[src/rtl/core/macd_pkg.sv]
// Shared types and constants of the moving average crossover detector.
package macd_pkg;

  // Field widths fixed by the register map and the result item
  localparam int PERIOD_W  = 7;
  localparam int QTY_W     = 16;
  localparam int SIG_W     = 2;
  localparam int CFG_W     = 16;
  localparam int CFG_IDX_W = 2;

  // Register indexes
  localparam logic [CFG_IDX_W-1:0] REG_SHORT_PERIOD = 2'd0;
  localparam logic [CFG_IDX_W-1:0] REG_LONG_PERIOD  = 2'd1;
  localparam logic [CFG_IDX_W-1:0] REG_ORDER_SIZE   = 2'd2;

  // Register reset values
  localparam logic [PERIOD_W-1:0] SHORT_PERIOD_RST = 7'd20;
  localparam logic [PERIOD_W-1:0] LONG_PERIOD_RST  = 7'd50;
  localparam logic [QTY_W-1:0]    ORDER_SIZE_RST   = 16'd1000;

  // Width of the low slice of a sum fed to one multiplier
  localparam int MUL_SPLIT = 32;

  // Result queue geometry
  localparam int OUTQ_DEPTH = 4;
  localparam int OUTQ_PTR_W = 2;
  localparam int OUTQ_CNT_W = 3;

  // Relation of the short average to the long average
  typedef enum logic [1:0] {
    REL_BELOW = 2'd0,
    REL_EQUAL = 2'd1,
    REL_ABOVE = 2'd2
  } rel_t;

  // Signal codes of a result item
  typedef enum logic [SIG_W-1:0] {
    SIG_NONE = 2'd0,
    SIG_BUY  = 2'd1,
    SIG_SELL = 2'd2
  } sig_t;

  // Handoff from the history stage to the compare pipeline
  typedef struct packed {
    logic valid;
    logic gate;
  } hist_ctl_t;

  // One result item as held in the queue
  typedef struct packed {
    sig_t             sig;
    logic [QTY_W-1:0] qty;
  } out_item_t;

endpackage

[src/rtl/core/macd_if.sv]
// Valid/ready channel interfaces for price items and signal items.
interface macd_price_if #(
  parameter int W = 32
);
  logic         valid;
  logic         ready;
  logic [W-1:0] price;

  modport source (output valid, output price, input ready);
  modport sink   (input valid, input price, output ready);
endinterface

interface macd_signal_if;
  logic                          valid;
  logic                          ready;
  logic [macd_pkg::SIG_W-1:0]    signal;
  logic [macd_pkg::QTY_W-1:0]    order_quantity;

  modport source (output valid, output signal, output order_quantity, input ready);
  modport sink   (input valid, input signal, input order_quantity, output ready);
endinterface

[src/rtl/core/macd_history.sv]
// Price history memory, window tail reads and running window sums.
module macd_history #(
  parameter int MAX_WINDOW = 64,
  parameter int PRICE_BITS = 32
) (
  input  logic                                          clk,
  input  logic                                          rst,
  input  logic                                          clear,
  input  logic                                          accept,
  input  logic [PRICE_BITS-1:0]                         price,
  input  logic [$clog2(MAX_WINDOW+1)-1:0]               sp,
  input  logic [$clog2(MAX_WINDOW+1)-1:0]               lp,
  input  logic [$clog2(MAX_WINDOW+1)-1:0]               maxp,
  input  logic                                          room,
  output logic                                          ready,
  output logic [PRICE_BITS+$clog2(MAX_WINDOW)-1:0]      short_sum,
  output logic [PRICE_BITS+$clog2(MAX_WINDOW)-1:0]      long_sum,
  output macd_pkg::hist_ctl_t                           ctl
);

  localparam int IDX_W = $clog2(MAX_WINDOW);
  localparam int CNT_W = $clog2(MAX_WINDOW + 1);
  localparam int EXT_W = CNT_W + 1;
  localparam int SUM_W = PRICE_BITS + IDX_W;

  typedef enum logic [1:0] {
    ST_READY = 2'b01,
    ST_LONG  = 2'b10
  } st_t;

  st_t                   st;
  logic [PRICE_BITS-1:0] mem [MAX_WINDOW];
  logic [IDX_W-1:0]      wp;
  logic [IDX_W-1:0]      wp_next;
  logic [CNT_W-1:0]      count;
  logic [CNT_W-1:0]      count_next;
  logic [IDX_W-1:0]      rd_addr;
  logic [PRICE_BITS-1:0] rd_q;
  logic                  rd_ok;
  logic [PRICE_BITS-1:0] price_q;
  logic [PRICE_BITS-1:0] short_tail_q;
  logic [PRICE_BITS-1:0] long_tail;
  logic                  gate_q;
  logic                  upd;

  // Slot that leaves a window of the given length when the next sample lands
  function automatic logic [IDX_W-1:0] tail_of(input logic [IDX_W-1:0] ptr,
                                               input logic [CNT_W-1:0] per);
    logic [EXT_W-1:0] t;
    t = EXT_W'(ptr) + EXT_W'(MAX_WINDOW) - EXT_W'(per);
    if (t >= EXT_W'(MAX_WINDOW)) t = t - EXT_W'(MAX_WINDOW);
    return t[IDX_W-1:0];
  endfunction

  // Short tail on the accept cycle, long tail on the following one
  assign rd_addr    = (st == ST_LONG) ? tail_of(wp, lp) : tail_of(wp, sp);
  assign wp_next    = (wp == IDX_W'(MAX_WINDOW - 1)) ? '0 : wp + 1'b1;
  assign count_next = (count == CNT_W'(MAX_WINDOW)) ? count : count + 1'b1;
  assign long_tail  = rd_ok ? rd_q : '0;
  assign ready      = (st == ST_READY) && room;

  // History memory: read every cycle, write the new sample after both tails
  always_ff @(posedge clk) begin
    if (st == ST_LONG) mem[wp] <= price_q;
    rd_q  <= mem[rd_addr];
    // Slots at or above the fill count were never written since the last clear
    rd_ok <= (CNT_W'(rd_addr) < count);
  end

  // Hold the sample and the short tail until the sums update
  always_ff @(posedge clk) begin
    if (accept) price_q <= price;
    if (st == ST_LONG) begin
      short_tail_q <= rd_ok ? rd_q : '0;
      gate_q       <= (count_next >= maxp);
    end
  end

  // Sequencer, pointer, fill count and running sums
  always_ff @(posedge clk) begin
    if (rst) begin
      st        <= ST_READY;
      wp        <= '0;
      count     <= '0;
      upd       <= 1'b0;
      ctl       <= '0;
      short_sum <= '0;
      long_sum  <= '0;
    end else begin
      upd       <= (st == ST_LONG);
      ctl.valid <= upd;
      ctl.gate  <= gate_q;
      unique case (st)
        ST_READY: if (accept) st <= ST_LONG;
        ST_LONG:  st <= ST_READY;
        default:  st <= ST_READY;
      endcase
      if (clear) begin
        wp        <= '0;
        count     <= '0;
        short_sum <= '0;
        long_sum  <= '0;
      end else begin
        if (st == ST_LONG) begin
          wp    <= wp_next;
          count <= count_next;
        end
        if (upd) begin
          short_sum <= short_sum - SUM_W'(short_tail_q) + SUM_W'(price_q);
          long_sum  <= long_sum - SUM_W'(long_tail) + SUM_W'(price_q);
        end
      end
    end
  end

`ifndef SYNTHESIS
  // Sums reach the compare pipeline after the long tail read, by way of upd and ctl
  a_ctl_after_long: assert property (@(posedge clk) disable iff (rst)
    ctl.valid |-> $past(st == ST_LONG, 2))
    else $error("window sums handed on without a preceding tail read");
`endif

endmodule

[src/rtl/core/macd_compare.sv]
// Cross-multiplied average compare, crossover detection and result build.
module macd_compare #(
  parameter int MAX_WINDOW = 64,
  parameter int PRICE_BITS = 32
) (
  input  logic                                     clk,
  input  logic                                     rst,
  input  logic                                     clear,
  input  macd_pkg::hist_ctl_t                      ctl,
  input  logic [PRICE_BITS+$clog2(MAX_WINDOW)-1:0] short_sum,
  input  logic [PRICE_BITS+$clog2(MAX_WINDOW)-1:0] long_sum,
  input  logic [$clog2(MAX_WINDOW+1)-1:0]          sp,
  input  logic [$clog2(MAX_WINDOW+1)-1:0]          lp,
  input  logic [macd_pkg::QTY_W-1:0]               order_size,
  output logic                                     push,
  output macd_pkg::out_item_t                      item
);

  localparam int PER_W  = $clog2(MAX_WINDOW + 1);
  localparam int SUM_W  = PRICE_BITS + $clog2(MAX_WINDOW);
  localparam int SPLIT  = macd_pkg::MUL_SPLIT;
  localparam int HI_W   = (SUM_W > SPLIT) ? SUM_W - SPLIT : 1;
  localparam int PAD_W  = SPLIT + HI_W;
  localparam int LO_PW  = SPLIT + PER_W;
  localparam int HI_PW  = HI_W + PER_W;
  localparam int PROD_W = PAD_W + PER_W;

  logic [PAD_W-1:0]    s_pad;
  logic [PAD_W-1:0]    l_pad;
  logic [LO_PW-1:0]    s_lo_p;
  logic [HI_PW-1:0]    s_hi_p;
  logic [LO_PW-1:0]    l_lo_p;
  logic [HI_PW-1:0]    l_hi_p;
  logic                v1;
  logic                g1;
  logic [PROD_W-1:0]   s_full;
  logic [PROD_W-1:0]   l_full;
  logic                v2;
  logic                g2;
  macd_pkg::rel_t      rel;
  macd_pkg::rel_t      prev_rel;
  macd_pkg::sig_t      sig;

  assign s_pad = PAD_W'(short_sum);
  assign l_pad = PAD_W'(long_sum);

  // Stage 1: partial products, short sum times long period and vice versa
  always_ff @(posedge clk) begin
    s_lo_p <= LO_PW'(s_pad[SPLIT-1:0]) * LO_PW'(lp);
    s_hi_p <= HI_PW'(s_pad[PAD_W-1:SPLIT]) * HI_PW'(lp);
    l_lo_p <= LO_PW'(l_pad[SPLIT-1:0]) * LO_PW'(sp);
    l_hi_p <= HI_PW'(l_pad[PAD_W-1:SPLIT]) * HI_PW'(sp);
    g1     <= ctl.gate;
  end

  // Stage 2: assemble the full products
  always_ff @(posedge clk) begin
    s_full <= (PROD_W'(s_hi_p) << SPLIT) + PROD_W'(s_lo_p);
    l_full <= (PROD_W'(l_hi_p) << SPLIT) + PROD_W'(l_lo_p);
    g2     <= g1;
  end

  // Stage 3: relation and crossover against the previous relation
  always_comb begin
    priority if (s_full > l_full) rel = macd_pkg::REL_ABOVE;
    else if (s_full == l_full)    rel = macd_pkg::REL_EQUAL;
    else                          rel = macd_pkg::REL_BELOW;
  end

  always_comb begin
    priority if (g2 && rel == macd_pkg::REL_ABOVE && prev_rel != macd_pkg::REL_ABOVE)
      sig = macd_pkg::SIG_BUY;
    else if (g2 && rel == macd_pkg::REL_BELOW && prev_rel != macd_pkg::REL_BELOW)
      sig = macd_pkg::SIG_SELL;
    else
      sig = macd_pkg::SIG_NONE;
  end

  // Result payload
  always_ff @(posedge clk) begin
    if (v2) begin
      item.sig <= sig;
      item.qty <= (sig != macd_pkg::SIG_NONE) ? order_size : '0;
    end
  end

  // Valid chain and stored relation
  always_ff @(posedge clk) begin
    if (rst) begin
      v1       <= 1'b0;
      v2       <= 1'b0;
      push     <= 1'b0;
      prev_rel <= macd_pkg::REL_EQUAL;
    end else begin
      v1   <= ctl.valid;
      v2   <= v1;
      push <= v2;
      if (clear)   prev_rel <= macd_pkg::REL_EQUAL;
      else if (v2) prev_rel <= rel;
    end
  end

endmodule

[src/rtl/core/macd_outq.sv]
// Result queue that decouples the compare pipeline from the output channel.
module macd_outq (
  input  logic                clk,
  input  logic                rst,
  input  logic                push,
  input  macd_pkg::out_item_t item,
  macd_signal_if.source       out_ch
);

  macd_pkg::out_item_t                 q [macd_pkg::OUTQ_DEPTH];
  logic [macd_pkg::OUTQ_PTR_W-1:0]     wr_ptr;
  logic [macd_pkg::OUTQ_PTR_W-1:0]     rd_ptr;
  logic [macd_pkg::OUTQ_CNT_W-1:0]     count;
  logic                                pop;

  assign pop                   = out_ch.valid && out_ch.ready;
  assign out_ch.valid          = (count != '0);
  assign out_ch.signal         = q[rd_ptr].sig;
  assign out_ch.order_quantity = q[rd_ptr].qty;

  // Store entries
  always_ff @(posedge clk) begin
    if (push) q[wr_ptr] <= item;
  end

  // Advance pointers and occupancy
  always_ff @(posedge clk) begin
    if (rst) begin
      wr_ptr <= '0;
      rd_ptr <= '0;
      count  <= '0;
    end else begin
      if (push) wr_ptr <= wr_ptr + 1'b1;
      if (pop)  rd_ptr <= rd_ptr + 1'b1;
      unique case ({push, pop})
        2'b10:   count <= count + 1'b1;
        2'b01:   count <= count - 1'b1;
        default: count <= count;
      endcase
    end
  end

`ifndef SYNTHESIS
  // The in-flight limit upstream keeps the queue from overflowing
  a_no_overflow: assert property (@(posedge clk) disable iff (rst)
    push |-> (count < macd_pkg::OUTQ_CNT_W'(macd_pkg::OUTQ_DEPTH)))
    else $error("result queue written while full");
`endif

endmodule

[src/rtl/core/moving_average_crossover_detector.sv]
// Top level of the moving average crossover detector.
//
// One price item in, one signal item out, in order. The block cannot take a new
// item while it still reads the tails for the last one: the history memory has
// a single read port and each sample needs two reads from it (the tails of the
// short and the long window), and the new sample is written on the second of those
// cycles. A result passes the window sums, the compare stages and the result queue;
// up to 4 items may be in flight, so input is held off once 4 items are accepted but not yet delivered.
// Writing short_period or long_period restarts the detector at once: the
// history is cleared by resetting its fill count, so there is no clearing
// pass after reset or after a period write. Periods of 0 act as 1 and periods
// above MAX_WINDOW act as MAX_WINDOW. Write registers only while idle.
module moving_average_crossover_detector #(
  parameter int MAX_WINDOW = 64,
  parameter int PRICE_BITS = 32
) (
  input  logic                              clk,
  input  logic                              rst,
  macd_price_if.sink                        in_ch,
  macd_signal_if.source                     out_ch,
  input  logic                              cfg_we,
  input  logic [macd_pkg::CFG_IDX_W-1:0]    cfg_index,
  input  logic [macd_pkg::CFG_W-1:0]        cfg_data
);

  localparam int PER_W = $clog2(MAX_WINDOW + 1);
  localparam int SUM_W = PRICE_BITS + $clog2(MAX_WINDOW);
  localparam int EXT_W = (PER_W > macd_pkg::PERIOD_W) ? PER_W : macd_pkg::PERIOD_W;

  logic [macd_pkg::PERIOD_W-1:0]   short_period;
  logic [macd_pkg::PERIOD_W-1:0]   long_period;
  logic [macd_pkg::QTY_W-1:0]      order_size;
  logic                            clear;
  logic [PER_W-1:0]                sp;
  logic [PER_W-1:0]                lp;
  logic [PER_W-1:0]                maxp;
  logic                            in_acc;
  logic                            out_acc;
  logic [macd_pkg::OUTQ_CNT_W-1:0] inflight;
  logic                            room;
  logic [SUM_W-1:0]                short_sum;
  logic [SUM_W-1:0]                long_sum;
  macd_pkg::hist_ctl_t             ctl;
  logic                            push;
  macd_pkg::out_item_t             item;

  // Clamp a period register into 1..MAX_WINDOW
  function automatic logic [PER_W-1:0] eff_period(input logic [macd_pkg::PERIOD_W-1:0] p);
    logic [EXT_W-1:0] e;
    e = EXT_W'(p);
    if (e == '0) e = EXT_W'(1);
    else if (e > EXT_W'(MAX_WINDOW)) e = EXT_W'(MAX_WINDOW);
    return e[PER_W-1:0];
  endfunction

  assign sp      = eff_period(short_period);
  assign lp      = eff_period(long_period);
  assign maxp    = (sp > lp) ? sp : lp;
  assign clear   = cfg_we && (cfg_index == macd_pkg::REG_SHORT_PERIOD ||
                              cfg_index == macd_pkg::REG_LONG_PERIOD);
  assign in_acc  = in_ch.valid && in_ch.ready;
  assign out_acc = out_ch.valid && out_ch.ready;
  assign room    = (inflight < macd_pkg::OUTQ_CNT_W'(macd_pkg::OUTQ_DEPTH));

  // Configuration registers
  always_ff @(posedge clk) begin
    if (rst) begin
      short_period <= macd_pkg::SHORT_PERIOD_RST;
      long_period  <= macd_pkg::LONG_PERIOD_RST;
      order_size   <= macd_pkg::ORDER_SIZE_RST;
    end else if (cfg_we) begin
      unique case (cfg_index)
        macd_pkg::REG_SHORT_PERIOD: short_period <= cfg_data[macd_pkg::PERIOD_W-1:0];
        macd_pkg::REG_LONG_PERIOD:  long_period  <= cfg_data[macd_pkg::PERIOD_W-1:0];
        macd_pkg::REG_ORDER_SIZE:   order_size   <= cfg_data[macd_pkg::QTY_W-1:0];
        default: ;
      endcase
    end
  end

  // Count items accepted but not yet delivered
  always_ff @(posedge clk) begin
    if (rst) begin
      inflight <= '0;
    end else begin
      unique case ({in_acc, out_acc})
        2'b10:   inflight <= inflight + 1'b1;
        2'b01:   inflight <= inflight - 1'b1;
        default: inflight <= inflight;
      endcase
    end
  end

  macd_history #(
    .MAX_WINDOW (MAX_WINDOW),
    .PRICE_BITS (PRICE_BITS)
  ) u_history (
    .clk       (clk),
    .rst       (rst),
    .clear     (clear),
    .accept    (in_acc),
    .price     (in_ch.price),
    .sp        (sp),
    .lp        (lp),
    .maxp      (maxp),
    .room      (room),
    .ready     (in_ch.ready),
    .short_sum (short_sum),
    .long_sum  (long_sum),
    .ctl       (ctl)
  );

  macd_compare #(
    .MAX_WINDOW (MAX_WINDOW),
    .PRICE_BITS (PRICE_BITS)
  ) u_compare (
    .clk        (clk),
    .rst        (rst),
    .clear      (clear),
    .ctl        (ctl),
    .short_sum  (short_sum),
    .long_sum   (long_sum),
    .sp         (sp),
    .lp         (lp),
    .order_size (order_size),
    .push       (push),
    .item       (item)
  );

  macd_outq u_outq (
    .clk    (clk),
    .rst    (rst),
    .push   (push),
    .item   (item),
    .out_ch (out_ch)
  );

`ifndef SYNTHESIS
  // A result on the output always belongs to an accepted item
  a_out_has_item: assert property (@(posedge clk) disable iff (rst)
    out_ch.valid |-> (inflight != '0))
    else $error("result offered with no item in flight");

  // Input is held off while the in-flight limit is reached
  a_limit_holds: assert property (@(posedge clk) disable iff (rst)
    !room |-> !in_ch.ready)
    else $error("item accepted beyond the in-flight limit");
`endif

endmodule

[src/flat_wrapper.sv]
// flat-port wrapper written by rule: the top's interface ports become plain ports
module moving_average_crossover_detector_flat 
#(
  parameter int MAX_WINDOW = 64,
  parameter int PRICE_BITS = 32
)
  (clk, rst, cfg_we, cfg_index, cfg_data, in_ch_valid, in_ch_price, in_ch_ready, out_ch_valid, out_ch_signal, out_ch_order_quantity, out_ch_ready);
  macd_price_if #(.W(32)) in_ch_i ();
  macd_signal_if out_ch_i ();
  input  logic clk;
  input  logic rst;
  input  logic cfg_we;
  input  logic [macd_pkg::CFG_IDX_W-1:0] cfg_index;
  input  logic [macd_pkg::CFG_W-1:0] cfg_data;
  input wire logic [$bits(in_ch_i.valid)-1:0] in_ch_valid;
  input wire logic [$bits(in_ch_i.price)-1:0] in_ch_price;
  output wire logic [$bits(in_ch_i.ready)-1:0] in_ch_ready;
  output wire logic [$bits(out_ch_i.valid)-1:0] out_ch_valid;
  output wire logic [$bits(out_ch_i.signal)-1:0] out_ch_signal;
  output wire logic [$bits(out_ch_i.order_quantity)-1:0] out_ch_order_quantity;
  input wire logic [$bits(out_ch_i.ready)-1:0] out_ch_ready;
  assign in_ch_i.valid = in_ch_valid;
  assign in_ch_i.price = in_ch_price;
  assign in_ch_ready = in_ch_i.ready;
  assign out_ch_valid = out_ch_i.valid;
  assign out_ch_signal = out_ch_i.signal;
  assign out_ch_order_quantity = out_ch_i.order_quantity;
  assign out_ch_i.ready = out_ch_ready;
  moving_average_crossover_detector #(.MAX_WINDOW(MAX_WINDOW), .PRICE_BITS(PRICE_BITS)) u_core (.clk(clk), .rst(rst), .in_ch(in_ch_i), .out_ch(out_ch_i), .cfg_we(cfg_we), .cfg_index(cfg_index), .cfg_data(cfg_data));
endmodule
[config.mk]
export PLATFORM = sky130hd
export DESIGN_NAME = moving_average_crossover_detector_flat
export DESIGN_NICKNAME = d
export VERILOG_FILES = /design/src/rtl/core/macd_pkg.sv /design/src/rtl/core/macd_if.sv /design/src/rtl/core/macd_history.sv /design/src/rtl/core/macd_compare.sv /design/src/rtl/core/macd_outq.sv /design/src/rtl/core/moving_average_crossover_detector.sv /design/src/flat_wrapper.sv
export SDC_FILE = /design/constraint.sdc
export NUM_CORES = 2
export LEC_CHECK = 0
export BUFFER_PORTS_ARGS = -buffer_cell sky130_fd_sc_hd__buf_4
export CELL_PAD_IN_SITES_DETAIL_PLACEMENT = 1
export CELL_PAD_IN_SITES_GLOBAL_PLACEMENT = 1
export CORE_MARGIN = 5
export CORE_UTILIZATION = 55
export DETAILED_ROUTE_END_ITERATION = 8
export PLACE_DENSITY_LB_ADDON = 0.1
export SLEW_MARGIN = 20
export SYNTH_ARGS = -nofsm -noshare
export SYNTH_HDL_FRONTEND = slang
export SYNTH_SLANG_ARGS = --single-unit
[constraint.sdc]
create_clock -name clk -period 7.8 [get_ports clk]
set_clock_uncertainty 0.05 [all_clocks]
set_input_delay 2.34 -clock clk [delete_from_list [all_inputs] [get_ports clk]]
set_output_delay 2.34 -clock clk [all_outputs]
set_load 0.02 [all_outputs]
# --- Word level (Yosys, flattened, before mapping) ---
# Memory sizes are Yosys's and may differ from the RTL's. A register that Yosys moved wholly into a read port is not among the register bits.
# Cells that the tools add are included.
totals:
  n_memories: 2
  ram_bits: 2120
  register_bits: 419
  in_bits: 55
  output_inout_bits: 20
  wordCells: 127
op_classes:
  n_eq_ne: 13
  magnitude_cmp: 9
  reduce_logical: 23
  multipliers: 4
  bitwise_logic: 1
  muxes: 23
  n_addsub: 19
mem_list:
  columns: ["name", "depth", "width", "read_ports", "rd_ports_with_merged_regs", "write_ports", "line_no", "rtl"]
  rows:
  - ["u_core.u_history.mem", 64, 32, 1, 1, 1, "macd_history.sv:32", "logic [PRICE_BITS-1:0] mem [MAX_WINDOW];"]
  - ["u_core.u_outq.q", 4, 18, 1, 1, 1, "macd_outq.sv:10", "macd_pkg::out_item_t q [macd_pkg::OUTQ_DEPTH];"]
op_table:
  columns: ["operator", "count"]
  rows:
  - ["45-bit by 39-bit adder with 45-bit output", 2]
  - ["32-bit by 7-bit multiplier with 39-bit output", 2]
  - ["38-bit by 32-bit adder with 38-bit output", 2]
  - ["38-bit by 32-bit subtractor with 38-bit output", 2]
  - ["45-bit equality test", 1]
  - ["45-bit > comparator", 1]
  - ["7-bit 2-to-1 mux", 6]
  - ["32-bit 2-to-1 mux", 1]
  - ["6-bit by 7-bit multiplier with 13-bit output", 2]
  - ["6-bit 2-to-1 mux", 4]
  - ["8-bit by 7-bit >= comparator with 1-bit output (second input constant)", 2]
  - ["8-bit by 7-bit subtractor with 8-bit output", 2]
  - ["7-bit > comparator (second input constant)", 2]
  - ["7-bit zero test", 2]
  - ["3-bit one-hot mux with 2 select lines", 2]
  - ["6-bit by 1-bit subtractor with 6-bit output (second input constant)", 2]
  - ["2-bit equality test (second input constant)", 5]
  - ["2-bit 2-to-1 mux", 5]
  - ["6-bit by 7-bit adder with 8-bit output (second input constant)", 1]
  - ["2-bit by 1-bit equality test with 1-bit output (second input constant)", 4]
  - ["1-bit logical AND", 8]
  - ["2-bit nonzero test", 4]
  - ["7-bit by 1-bit adder with 7-bit output (second input constant)", 1]
  - ["7-bit equality test (second input constant)", 1]
  - ["17 further kinds", 28]

# --- Depth between registers and ports, before layout ---
logic_depth:
  depth_word: 9
  mapped_depth: 27
  depth_no_buf: 25

# --- Cells and area by module ---
# Synthesis repeated with hierarchy kept, for this count alone.
hier_totals:
  cells_unflattened: 7160
  hier_area_um2: 118149.6
modules_own_cells:
  columns: ["module", "instances", "area_each_um2", "seq_area_each_um2", "cells_per_inst"]
  rows:
  - ["macd_history", 1, 90533.1, 65993.3, 4391]
  - ["macd_compare", 1, 22905.7, 4564.4, 2428]
  - ["macd_outq", 1, 3081.7, 2342.2, 141]
  - ["moving_average_crossover_detector", 1, 1629.1, 660.6, 200]

# --- Worst setup path before layout ---
# No wires, ideal clock.
synth_path:
  path_kind: "register to register"
  start: "reg u_core.long_period[6] (netlist name)"
  end: "reg u_core.u_compare.s_lo_p[31]"
  path_buffers: 2
  arrival_time_ps: 5437
  synth_period_minus_slack_ps: 5615
  setup_slack_ps: 2185
  stages_incl_launch_ff: 25
  setup_ps: 128
  required_ps: 7622
  path_cell_list: "dfxtp_1 nor2b_1 clkbuf_1 inv_1 clkbuf_1 nor2_1 fa_1 inv_1 fa_1 inv_1 fa_1 inv_1 fa_1 inv_1 ha_1 nand2_1 nor2_1 a221o_1 o311ai_1 a21oi_1 o21ai_0 a21oi_1 a2111oi_0 o21bai_1 xor2_1"
synth_between:
  elab_chain_cells: 4
  elab_cells_between_ends: 5
  cone_classes: "mul (1); order compare (1); mux (2); reduce/logical (1)"
synth_rtl:
  columns: ["item", "line_no", "rtl"]
  rows:
  - ["start, declared", "moving_average_crossover_detector.sv:31", "logic [macd_pkg::PERIOD_W-1:0] long_period;"]
  - ["start signal, assigned", "moving_average_crossover_detector.sv:69", "long_period <= macd_pkg::LONG_PERIOD_RST;"]
  - ["start signal, assigned", "moving_average_crossover_detector.sv:74", "macd_pkg::REG_LONG_PERIOD: long_period <= cfg_data[macd_pkg::PERIOD_W-1:0];"]
  - ["7-bit > comparator", "moving_average_crossover_detector.sv:52", "else if (e > EXT_W'(MAX_WINDOW)) e = EXT_W'(MAX_WINDOW);"]
  - ["7-bit 2-to-1 mux", "moving_average_crossover_detector.sv:52", null]
  - ["7-bit 2-to-1 mux *", "moving_average_crossover_detector.sv:51", "if (e == '0) e = EXT_W'(1);"]
  - ["32-bit by 7-bit multiplier with 39-bit output *", "macd_compare.sv:49", "s_lo_p <= LO_PW'(s_pad[SPLIT-1:0]) * LO_PW'(lp);"]
  - ["end signal, assigned", "macd_compare.sv:49", null]
  - ["end, declared", "macd_compare.sv:30", "logic [LO_PW-1:0] s_lo_p;"]
# Mark *: on every way between the ends. The rest lies on a longest branch, timed or not.
# A chain may end at the register's enable or synchronous reset.

# --- Final worst setup path ---
layout_path:
  start: "reg u_core.long_period[6] (netlist name)"
  end: "reg u_core.u_compare.s_lo_p[37]"
# Same word-level chain as after synthesis.

==> summary by stage <==
Drt
The total number of vias is 64500. After detailed routing, the number of remaining DRC violations is 0. The number of optimization iterations in the first detailed-route pass is 5.

The post-detailed-route via-to-cell ratio is 6.25. The wire length per cell is 31.7 µm. The detail route stage leaves a number of antenna-violating nets equal to 0. Wires add up to 327 mm.

The detailed router finished its first iteration with 6622 violations.

Critical path
Together, buffers and inverters on the worst path number 6. For the worst setup path, the data required time is 8470 ps. The endpoint kind of the worst setup timing path is a flop. Data on the critical path arrives at its endpoint at 7330 ps. Setup slack on the worst reg-to-reg path comes out at 1140 ps. By instance count, the cell type seen most on the critical path is inv_1. The startpoint-to-endpoint class of the critical path is flop to flop. The gate family responsible for the most delay along the worst path is adder cells. STA classifies the critical path startpoint as a flop. The slowest stage cell on the critical path is fa_1. The largest stage delay on the critical path is 540 ps. Along the worst path, the maximum fanout reaches 21. Traced cell by cell, the critical path runs through buf_4 > nor2b_1 > inv_1 > nor2_1 > fa_1 > inv_1 > fa_1 > inv_1 > fa_1 > inv_1 > fa_1 > inv_1 > ha_1 > nand2_1 > nor2_1 > a221o_1 > o311ai_1 > a21oi_1 > o21ai_0 > a21oi_1 > a211oi_1 > o21ai_0 > xor2_1.

Yosys
The synthesized netlist net count is 7831. The library cell with the highest instance count after synthesis is edfxtp_1. The mux share of post-synthesis cell area is 13.8%. Summed over all instances, the cell type with the most area after synthesis is edfxtp_1. The adder-cell share of the synthesized area is 10.5%.

The synthesized cell area is 0.117 mm². The share of async-settable or async-resettable flops after synthesis is 0%. In the synthesized netlist, the cells that appear most often are edfxtp_1, mux4_2, inv_1, nor2_1, fa_1. The post-synthesis simple-gate area fraction is 5.08%. By area the synthesized netlist is led by edfxtp_1, mux4_2, fa_1, dfxtp_1, ha_1. The number of synthesized flops with an enable pin is 2203. After synthesis, the largest family of logic cells by area is multiplexers. After synthesis the netlist holds a flip-flop and latch count of 2573.

Yosys mapped the design onto 77 distinct sky130hd cell types. The mean post-synth cell area is 16.6 µm². Among all flip-flop cells after synthesis, the most frequent one is edfxtp_1.

The synthesized netlist devotes 3.21% of its cell area to compound gates. The proportion of synthesized chip area in sequential cells is 62.9%. After Yosys synthesis, XOR and XNOR cells account for 1.49% of the synthesized area. The portion of synthesized cell area occupied by the leading cell type is 56.6%. The cell count after synthesis is 7043. The count of synthesis-stage warnings from yosys is 0.

Placement
Summing all placed instances gives a cell area of 0.122 mm². The pre-CTS setup slack is 1210 ps. After legalization and detailed placement, the total HPWL measured 213 mm. Input and output buffers added on the ports amount to 74. The weighted congestion at the end of routability-driven global placement is 0.855.

After detailed placement, the design holds a cell count of 9844.

Floorplan
In this run the vertical extent of the chip is 471 µm. Once the floorplan was initialized, standard cells occupied 55.2% of the core. The placeable core region is 0.212 mm². The floorplan has 169 rows.

In this run the horizontal extent of the chip is 471 µm. For this design the top-level I/O count stands at 75. The floorplan die area is 0.222 mm².

Power
After layout, the design draws a total of 31.1 mW. Dividing total power by cell area gives a power density of 237 mW/mm². The peak supply drop is 0.000302 V.

The leakage power figure is 48.0 nW.

Timing
Derived from the worst setup path, the maximum achievable clock frequency is 150 MHz. The final critical path time including I/O delays and setup is 6660 ps. Setup violations remaining at the end of the flow were counted as 0. The share of the clock period used by the worst path after layout is 85.4%. The number of max-slew violations in the final report is 0.

Across all hold checks on the routed design, the worst slack comes to 271 ps. Setup repair after global routing left no endpoint under its margin. At the pin with the least slew margin, the transition time is 1050 ps.

The final worst setup slack is 1140 ps. The sum of negative setup slack is 0 ps. The worst relative slew slack is 29.9%.

The number of hold violations in the final report is 0.

Layout
In the final layout, the share of cells above drive strength 1 is 19.3%. The area of all placed cells without fillers is 0.131 mm². The final design utilization is 61.8%. The finished layout holds 10300 standard cells, fillers aside. The number of nets in the final layout is 8094. The filler cells instantiated in the layout total 18700. The area overhead of the layout relative to synthesis is 12.0%.

Global route
The overall routing resource usage is 29.7%. The first-pass GRT wire length is 482 mm. The number of global-route vias before repair was 68400.

The largest net degree at the start of global routing is 89. Summed over all layers, the global routing overflow is 0. The number of antenna violations at the first check in global routing is 29.

Worst hold path
The worst min-delay path class is flop to flop.

Clock network
Buffers inserted during clock tree synthesis total 281. The CTS tree is done. Post-CTS repair changed the size of 0 cells.

The clock insertion delay at the later pin of the skew report is 940 ps. Hold repair after CTS inserted 0 buffers. The clock slew seen by the registers of the worst setup and hold paths is 60 ps.

Buffers added to address setup during post-CTS repair amount to 0. The clock tree synthesis step divided the H-tree into 5 levels. The maximum clock path buffer count is 4. The cell chosen for the clock root is clkbuf_16. CTS saw 2573 sinks.

Run status
The run finished with clean final reports.

Run
The number of max-cap violations is 0.
routing by layer:
metal	wire length, µm	part of all wire (%)	global-route usage (%)	vias up
li1	-	-	-	26700
met1	129000	39	41.1	34300
met2	164000	50	49.6	2965
met3	24000	7.3	4.39	552
met4	10800	3.3	8.59	10
met5	93	0.028	0	-
worst reg2reg max path, stage by stage (launching register included):
cell	delay, ps
dfxtp_1	410
buf_4	410
nor2b_1	140
inv_1	360
nor2_1	130
fa_1	520
inv_1	60
fa_1	540
inv_1	60
fa_1	480
inv_1	50
fa_1	470
inv_1	40
ha_1	330
nand2_1	130
nor2_1	50
a221o_1	340
o311ai_1	350
a21oi_1	170
o21ai_0	330
a21oi_1	250
a211oi_1	500
o21ai_0	190
xor2_1	170
kinds of logic after synthesis:
family / after synthesis
flip-flops: 2573
AND/OR/NAND/NOR: 1250
buffers and inverters: 949
multiplexers: 745
adder cells (fa/ha/maj): 733
AO/OA/AOI/OAI: 594
XOR/XNOR: 199
placed cells by master, fill, tap and decap left out, types with 11 or more instances in the layout:
cell	Yosys	layout
buf_4	0	247
dfxtp_1	370	369
nand4_1	41	41
nand3_1	51	51
nor3_1	32	30
and2_1	243	243
o21bai_1	37	37
a211oi_1	27	27
clkbuf_8	0	12
bufinv_16	0	23
nand2b_1	32	31
mux4_2	690	690
nor2b_1	42	36
buf_12	0	22
o21a_1	25	25
edfxtp_1	2203	2203
fa_1	409	408
a31oi_1	16	16
nand2_1	305	305
a21oi_1	197	197
clkinv_1	5	51
a21o_1	104	104
or3_1	13	13
ha_1	324	323
xor2_1	75	74
mux2i_1	52	52
nor2_4	0	57
xnor2_1	124	121
o21ai_0	111	111
clkbuf_16	0	288
nor2_1	427	365
inv_1	654	652
clkinv_2	0	36
clkbuf_1	216	58
nand3b_1	11	11
and3_1	17	17
area by class of cell:
| type | instances | area, µm² | share of cell area [%] |
|---|---|---|---|
| clock buffers | 358 | 7590 | 5.79 |
| multi-input cells | 3521 | 40300 | 30.8 |
| clock inverters | 124 | 1240 | 0.947 |
| flip-flops and latches | 2573 | 73600 | 56.1 |
| well taps | 2821 | 3530 | 2.69 |
| diodes | 3 | 7.51 | 0.00573 |
| inverters | 660 | 2480 | 1.89 |
| repair buffers | 269 | 2290 | 1.75 |
final timing paths:
kind | endpoint | startpoint | cells past startpoint
worst max-delay path | u_core.u_compare.s_lo_p[37] | u_core.long_period[6] | 23
worst min-delay path | u_core.u_compare.l_full[22] | u_core.u_compare.l_lo_p[22] | 0
worst max register to register | u_core.u_compare.s_lo_p[37] | u_core.long_period[6] | 23
worst min register to register | u_core.u_compare.l_full[22] | u_core.u_compare.l_lo_p[22] | 0
sequential cells by signal, indices dropped and copies added, names as in the netlist, 13 cells and up, named ones only:
name,count
u_core.u_compare.s_full,45
u_core.u_compare.l_lo_p,39
u_core.u_compare.s_hi_p,13
u_core.u_history.short_tail_q,32
u_core.u_outq.q,72
u_core.u_history.mem,2048
u_core.u_compare.l_full,45
u_core.u_compare.item,18
u_core.order_size,16
u_core.u_history.long_sum,38
u_core.u_compare.l_hi_p,13
u_core.u_compare.s_lo_p,39
u_core.u_history.price_q,32
u_core.u_history.short_sum,38
u_core.u_history.rd_q,32
power by group:
group	switching, mW	leakage [nW]	internal (mW)
Combinational	1.79	20.8	1.21
Sequential	0.112	22.8	15.1
Clock	5.29	4.31	7.62
Total	7.19	48.0	23.9
Note: power is estimated with default switching activity, not from simulation.
